[src/hdl/bps_pkg.sv]
// beep pattern sequencer package: transaction payload types and constants
// no dependencies
package bps_pkg;

   localparam logic [14:0] TIMEOUT_SCALE = 15'd100;

   typedef struct packed {
      logic        cmd;
      logic [7:0]  burst_count;
      logic [14:0] on_ticks;
      logic [14:0] gap_ticks;
      logic [14:0] rest_ticks;
      logic [7:0]  timeout_hundreds;
   } req_type;

   typedef struct packed {
      logic sounding;
   } rsp_type;

   typedef enum logic {
      CMD_TICK = 1'b0,
      CMD_SET  = 1'b1
   } cmd_type;

endpackage

[src/hdl/bps_stream_if.sv]
// valid/ready stream interface carrying one payload per transaction
// payload type is a parameter, normally a struct from bps_pkg
interface bps_stream_if #(parameter type payload_type = logic);
   logic        valid;
   logic        ready;
   payload_type payload;

   modport source (output valid, output payload, input ready);
   modport sink (input valid, input payload, output ready);
endinterface

[src/hdl/bps_in_reg.sv]
// input register stage for the beep pattern sequencer
// depends on bps_pkg and bps_stream_if
module bps_in_reg (
   input  logic         clock,
   input  logic         reset,
   bps_stream_if.sink   req,
   bps_stream_if.source stage
);
   import bps_pkg::*;

   logic    valid_ff;
   logic    valid_in;
   req_type payload_ff;
   logic    load;

   // refill whenever empty or the core takes the held transaction
   assign req.ready = !valid_ff || stage.ready;
   assign load      = req.valid && req.ready;
   assign valid_in  = load || (valid_ff && !stage.ready);

   always_ff @(posedge clock) begin
      if (reset) begin
         valid_ff <= 1'b0;
      end else begin
         valid_ff <= valid_in;
      end
   end

   always_ff @(posedge clock) begin
      if (load) begin
         payload_ff <= req.payload;
      end
   end

   assign stage.valid   = valid_ff;
   assign stage.payload = payload_ff;
endmodule

[src/hdl/bps_core.sv]
// pattern state, per-transaction next-state logic and result register
// depends on bps_pkg and bps_stream_if
module bps_core (
   input  logic         clock,
   input  logic         reset,
   bps_stream_if.sink   stage,
   bps_stream_if.source rsp
);
   import bps_pkg::*;

   logic [7:0]  group_size_ff, group_size_in;
   logic [14:0] tone_len_ff, tone_len_in;
   logic [14:0] gap_len_ff, gap_len_in;
   logic [14:0] rest_len_ff, rest_len_in;
   logic [14:0] stop_limit_ff, stop_limit_in;
   logic        restart_pending_ff, restart_pending_in;
   logic [7:0]  beep_index_ff, beep_index_in;
   logic [15:0] phase_ticks_ff, phase_ticks_in;
   logic [15:0] elapsed_ticks_ff, elapsed_ticks_in;
   logic        drive_level_ff, drive_level_in;
   logic        rsp_valid_ff, rsp_valid_in;

   req_type     item;
   logic        advance;
   logic        differs;
   logic [14:0] limit_value;
   logic [15:0] gap_end;
   logic [15:0] rest_end;
   logic [15:0] tone_end;

   assign item        = stage.payload;
   assign stage.ready = !rsp_valid_ff || rsp.ready;
   assign advance     = stage.valid && stage.ready;

   assign differs = (item.burst_count != group_size_ff) || (item.on_ticks != tone_len_ff) ||
                    (item.gap_ticks != gap_len_ff) || (item.rest_ticks != rest_len_ff);
   // at most 255 * 100, always fits in 15 bits
   assign limit_value = {7'd0, item.timeout_hundreds} * TIMEOUT_SCALE;
   assign tone_end    = {1'b0, tone_len_ff};
   assign gap_end     = {1'b0, tone_len_ff} + {1'b0, gap_len_ff};
   assign rest_end    = {1'b0, tone_len_ff} + {1'b0, rest_len_ff};

   always_comb begin
      group_size_in      = group_size_ff;
      tone_len_in        = tone_len_ff;
      gap_len_in         = gap_len_ff;
      rest_len_in        = rest_len_ff;
      stop_limit_in      = stop_limit_ff;
      restart_pending_in = restart_pending_ff;
      beep_index_in      = beep_index_ff;
      phase_ticks_in     = phase_ticks_ff;
      elapsed_ticks_in   = elapsed_ticks_ff;
      drive_level_in     = drive_level_ff;

      unique case (cmd_type'(item.cmd))
         CMD_SET: begin
            // timeout-only changes are dropped
            if (differs) begin
               group_size_in      = item.burst_count;
               tone_len_in        = item.on_ticks;
               gap_len_in         = item.gap_ticks;
               rest_len_in        = item.rest_ticks;
               stop_limit_in      = limit_value;
               restart_pending_in = 1'b1;
            end
         end
         CMD_TICK: begin
            priority if (restart_pending_ff) begin
               drive_level_in     = 1'b0;
               beep_index_in      = 8'd1;
               phase_ticks_in     = '0;
               elapsed_ticks_in   = '0;
               restart_pending_in = 1'b0;
            end else if (group_size_ff != 8'd0) begin
               priority if (phase_ticks_ff < tone_end) begin
                  drive_level_in = 1'b1;
                  phase_ticks_in = phase_ticks_ff + 16'd1;
               end else if (beep_index_ff < group_size_ff) begin
                  if (phase_ticks_ff < gap_end) begin
                     drive_level_in = 1'b0;
                     phase_ticks_in = phase_ticks_ff + 16'd1;
                  end else begin
                     // end of gap: level held on the wrap tick
                     phase_ticks_in = '0;
                     beep_index_in  = beep_index_ff + 8'd1;
                  end
               end else if (phase_ticks_ff < rest_end) begin
                  drive_level_in = 1'b0;
                  phase_ticks_in = phase_ticks_ff + 16'd1;
               end else begin
                  phase_ticks_in = '0;
                  beep_index_in  = 8'd1;
               end

               if (stop_limit_ff != 15'd0) begin
                  elapsed_ticks_in = elapsed_ticks_ff + 16'd1;
                  // timeout: wipe the pattern and arm a restart
                  if (elapsed_ticks_ff == {1'b0, stop_limit_ff}) begin
                     group_size_in      = '0;
                     tone_len_in        = '0;
                     gap_len_in         = '0;
                     rest_len_in        = '0;
                     stop_limit_in      = '0;
                     restart_pending_in = 1'b1;
                  end
               end
            end
         end
         default: ;
      endcase
   end

   assign rsp_valid_in = advance || (rsp_valid_ff && !rsp.ready);

   always_ff @(posedge clock) begin
      if (reset) begin
         group_size_ff      <= '0;
         tone_len_ff        <= '0;
         gap_len_ff         <= '0;
         rest_len_ff        <= '0;
         stop_limit_ff      <= '0;
         restart_pending_ff <= 1'b0;
         beep_index_ff      <= '0;
         phase_ticks_ff     <= '0;
         elapsed_ticks_ff   <= '0;
         drive_level_ff     <= 1'b0;
         rsp_valid_ff       <= 1'b0;
      end else begin
         rsp_valid_ff <= rsp_valid_in;
         if (advance) begin
            group_size_ff      <= group_size_in;
            tone_len_ff        <= tone_len_in;
            gap_len_ff         <= gap_len_in;
            rest_len_ff        <= rest_len_in;
            stop_limit_ff      <= stop_limit_in;
            restart_pending_ff <= restart_pending_in;
            beep_index_ff      <= beep_index_in;
            phase_ticks_ff     <= phase_ticks_in;
            elapsed_ticks_ff   <= elapsed_ticks_in;
            drive_level_ff     <= drive_level_in;
         end
      end
   end

   // drive level only moves on advance, so it doubles as the result register
   assign rsp.valid            = rsp_valid_ff;
   assign rsp.payload.sounding = drive_level_ff;
endmodule

[src/hdl/beep_pattern_sequencer_top.sv]
// beep pattern sequencer: each req transaction passes the input register, then the
// pattern state and result register, before rsp valid rises.
// throughput is one transaction per cycle while rsp is ready.
// synchronous active-high reset clears all pattern state, beeper off, no clearing pass.
// depends on bps_pkg, bps_stream_if, bps_in_reg and bps_core
module beep_pattern_sequencer_top (
   input  logic         clock,
   input  logic         reset,
   bps_stream_if.sink   req,
   bps_stream_if.source rsp
);
   import bps_pkg::*;

   bps_stream_if #(.payload_type(req_type)) stage_if ();

   bps_in_reg u_in_reg (
      .clock (clock),
      .reset (reset),
      .req   (req),
      .stage (stage_if)
   );

   bps_core u_core (
      .clock (clock),
      .reset (reset),
      .stage (stage_if),
      .rsp   (rsp)
   );
endmodule

[src/flat_wrapper.sv]
// flat-port wrapper written by rule: the top's interface ports become plain ports
module beep_pattern_sequencer_top_flat import bps_pkg::*;
  (clock, reset, req_valid, req_payload, req_ready, rsp_valid, rsp_payload, rsp_ready);
  bps_stream_if #(.payload_type(req_type)) req_i ();
  bps_stream_if #(.payload_type(rsp_type)) rsp_i ();
  input  logic clock;
  input  logic reset;
  input wire logic [$bits(req_i.valid)-1:0] req_valid;
  input wire logic [$bits(req_i.payload)-1:0] req_payload;
  output wire logic [$bits(req_i.ready)-1:0] req_ready;
  output wire logic [$bits(rsp_i.valid)-1:0] rsp_valid;
  output wire logic [$bits(rsp_i.payload)-1:0] rsp_payload;
  input wire logic [$bits(rsp_i.ready)-1:0] rsp_ready;
  assign req_i.valid = req_valid;
  assign req_i.payload = req_payload;
  assign req_ready = req_i.ready;
  assign rsp_valid = rsp_i.valid;
  assign rsp_payload = rsp_i.payload;
  assign rsp_i.ready = rsp_ready;
  beep_pattern_sequencer_top u_core (.clock(clock), .reset(reset), .req(req_i), .rsp(rsp_i));
endmodule
[config.mk]
export PLATFORM = sky130hd
export DESIGN_NAME = beep_pattern_sequencer_top_flat
export DESIGN_NICKNAME = d
export VERILOG_FILES = /design/src/hdl/bps_pkg.sv /design/src/hdl/bps_stream_if.sv /design/src/hdl/bps_in_reg.sv /design/src/hdl/bps_core.sv /design/src/hdl/beep_pattern_sequencer_top.sv /design/src/flat_wrapper.sv
export SDC_FILE = /design/constraint.sdc
export NUM_CORES = 1
export LEC_CHECK = 0
export BUFFER_PORTS_ARGS = -buffer_cell sky130_fd_sc_hd__clkbuf_2
export CAP_MARGIN = 20
export CORE_MARGIN = 2
export CORE_UTILIZATION = 55
export CTS_BUF_LIST = sky130_fd_sc_hd__clkbuf_4
export DETAILED_ROUTE_END_ITERATION = 16
export PLACE_DENSITY = 0.72
export SETUP_SLACK_MARGIN = 0.1
export SYNTH_ARGS = -nofsm -noshare
export SYNTH_HDL_FRONTEND = slang
export SYNTH_SLANG_ARGS = --single-unit
[constraint.sdc]
create_clock -name clock -period 10.7 [get_ports clock]
set_clock_uncertainty 0.1 [all_clocks]
set_input_delay 0.535 -clock clock [delete_from_list [all_inputs] [get_ports clock]]
set_output_delay 0.535 -clock clock [all_outputs]
set_load 0.05 [all_outputs]
==> results.toml <==
[routing]
dr_total_vias = 8167
drt_iter0_drc = 586
ant_nets = 0
vias_per_cell = 5.84
wl_um = 25000
wire_per_inst_um = 17.8
post-route-drc-count = 3
first_pass_iters = 11

[critical_path]
crit_fanout = 17
reg2reg_depth = 18
worst_path_max_delay_cell = "fa_1"
crit_type = "register to register"
end_kind = "register"
required_ps = 11080
path_cells = "ha_1 > fa_1 > a211oi_1 > o21bai_1 > a21o_1 > a21oi_1 > o211a_1 > nor2_1 > xnor2_1 > ha_1 > nand3_1 > a21o_1 > a31oi_1 > o21ai_0 > mux2_2 > o21bai_1 > buf_4 > a32oi_1"
reg2reg_from = "u_core.u_core.tone_len_ff[0]"
r2r-end = "u_core.u_core.beep_index_ff[2]"
r2r_slack_ps = 6150
worstPathArrival_ps = 4930
cp_slowest_stage_delay_ps = 430
start_kind = "register"

[synthesis]
syn-cell-area_um2 = 10200
syn_nets = 1230
synthArstFlopShare_pct = 0
synth_area_leader_cell = "dfxtp_1"
postSynthAreaPerCell_um2 = 9.74
synth_top_area_share_pct = 21.6
ys_ff_latch = 172
yosysWarnings = 0
ys_seq_area_share_pct = 39.9
netlist_top_cells_area = "dfxtp_1 (22%), edfxtp_1 (18%), ha_1 (14%), xor2_1 (6.9%), a22oi_1 (4.7%)"
synth_ff_type = "dfxtp_1"
ys_types = 63
synth-edff-count = 62
synth_cells = 1045

[clock_tree]
cts_resized = 0
cts_root_buffer = "clkbuf_4"
path_clk_slew_ps = 150
cts_made_buffers = 17
tritoncts = "yes"
cts_htree_levels = 4
cts_setup_buffers = 0
clockBufferDepth = 2
cts_sinks = 172
clock_latency_ps = 590

[hold_path]
hp-class = "input pin to register"
holdPathStages = 1
hold_start = "req_payload[17]"
min_to = "u_core.u_in_reg.stage.payload[17]"

[timing]
clock.fmax_mhz = 220
setup-tns-final_ps = 0
rsz0062_at_grt = "false"
finalHoldViolCount = 0
relSlewSlack_pct = 29.8
finalCriticalPeriod_ps = 4550
finalMaxSlewViolations = 0
worstMarginPinSlew_ps = 1040
setup_viol = 0
fin_crit_sh_pct = 42.5

[global_routing]
track_usage_pct = 25.8
grtUsageMet1_pct = 34.7
grt_pass1_vias = 7746
top_usage_layer = "met2"
overflow = 0
grt_use_met3_pct = 4.34
grt_pass1_wl_um = 39800
met2_usage_pct = 42.0
grt_start_max_net_pins = 76
antenna_found_initial = 1

[floorplanning]
ios = 69
die_area_um2 = 19600
core-area_um2 = 18100
start_util_pct = 56.3
die_h_um = 140
placementRows = 49
die_w_um = 140

[layout]
final_common_cell = "nor2_1"
layout.nets = 1341
area_delta_synth_final_pct = 12.8
final_cell_mix = "nor2_1 (121), ha_1 (114), dfxtp_1 (110), xor2_1 (80), clkbuf_2 (68)"
drive_gt1_share_pct = 10.1
fin_area_um2 = 11500

[run]
cap_viol_max_count = 0

[pwr]
leakage_nw = 4.92
p_per_area_nw_per_um2 = 119
irDropWorstVdd_v = 0.000135

[run_status]
violations = "DRC"
status = "finished, violations left"

[placed_design]
gp_congestion = 0.926
place_area_um2 = 10700
portBuffers = 68
hpwl_um = 18100
[critical path, delay by kind of cell, from the launching register on]
family / cells / cell delay [ps]
compound gates: 10 / 2010
xor+xnor: 1 / 140
fa+ha+maj: 3 / 970
buf+inv: 1 / 300
flops: 1 / 380
mux: 1 / 400
simple gates: 2 / 140
[logic make-up after synthesis]
| group | Yosys count | share of synthesized area (%) |
|---|---|---|
| compound gates | 213 | 14.4 |
| xor+xnor | 117 | 10.1 |
| fa+ha+maj | 119 | 15.0 |
| buf+inv | 91 | 4.07 |
| flops | 172 | 39.9 |
| mux | 6 | 0.615 |
| simple gates | 327 | 15.9 |
[metrics by stage]
stage / power (mW) / setup WS (ps) / utilization [%] / hold WS (ps) / instances
5_1_grt: 1.44 / 5830 / 63.5 / -13.6 / 1399
4_1_cts: 1.37 / 6190 / 62.9 / 0.322 / 1387
3_5_place_dp: 0.964 / 6220 / 59.0 / 383 / 1315
6_report: 1.37 / 6150 / 63.5 / 26.9 / 1399
2_1_floorplan: 0.901 / 6740 / - / 356 / 1045
3_3_place_gp: 0.960 / 6290 / 59.0 / 373 / 1315
[cells in the mapped netlist (3+ instances only)]
master,n
and2_1,6
or3_1,13
xnor2_1,37
o31ai_1,3
o21bai_1,5
buf_4,4
dfxtp_1,110
o211ai_1,4
nor3_1,22
nor2b_1,10
xor2_1,80
edfxtp_1,62
a21o_1,17
ha_1,114
a211oi_1,10
or4_1,3
nand4_1,21
o21a_1,4
a2111oi_0,4
a221oi_1,4
nand3_1,34
inv_1,58
fa_1,5
buf_2,4
a21oi_1,35
mux2i_1,4
and3_1,15
and4_1,5
clkbuf_1,18
a22oi_1,64
buf_6,7
nand2b_1,10
nor2_1,121
a31oi_1,11
o21ai_0,29
a32oi_1,5
nand2_1,38
nor4_1,17
[how the worst max path moves through the flow]
stage                                 startpoint                                to  depth (start not counted)  slack [ps]
CTS                 u_core.u_core.tone_len_ff[0]    u_core.u_core.beep_index_ff[2]                         18        6190
global route        u_core.u_core.tone_len_ff[0]    u_core.u_core.beep_index_ff[2]                         18        5830
finish              u_core.u_core.tone_len_ff[0]    u_core.u_core.beep_index_ff[2]                         18        6150
global placement    u_core.u_core.tone_len_ff[0]    u_core.u_core.beep_index_ff[2]                         18        6290
floorplan           u_core.u_core.tone_len_ff[0]    u_core.u_core.beep_index_ff[6]                         18        6740
detailed placement  u_core.u_core.tone_len_ff[0]  u_core.u_core.phase_ticks_ff[11]                         18        6220
[registers in the layout, indices dropped and copies added (netlist names), 8 cells and up]
register,count
u_core.u_core.beep_index_ff,8
u_core.u_core.phase_ticks_ff,16
u_core.u_core.gap_len_ff,15
u_core.u_core.group_size_ff,8
u_core.u_core.elapsed_ticks_ff,16
u_core.u_core.stop_limit_ff,13
u_core.u_core.rest_len_ff,15
u_core.u_core.tone_len_ff,15
u_core.u_in_reg.stage.payload,62
[final cells by class]
type / instances / area [um^2]
Timing Repair Buffer: 125 / 896
Tap cell: 229 / 287
Antenna cell: 1 / 2.50
Clock inverter: 15 / 179
Multi-Input combinational cell: 782 / 5710
Clock buffer: 17 / 128
Fill cell: 1490 / 6600
Inverter: 58 / 218
Sequential cell: 172 / 4060
[timing repair]
| action | 4_1_cts | 5_1_grt |
|---|---|---|
| hold buffers | 40 | 11 |
| setup endpoints to repair | 0 | 0 |
| endpoints found under the hold margin | 40 | 11 |
[layer usage]
metal,part of all wire [%],up-vias
li1,-,4040
met1,45,3862
met2,47,213
met3,4.6,52
met4,3.2,0
met5,0,-
[report_power, final]
group	leakage [nW]	internal (mW)	switching, mW
logic	3.26	0.103	0.129
registers	1.50	0.706	0.0306
clock network	0.162	0.148	0.255
Note: power is estimated with default switching activity, not from simulation.
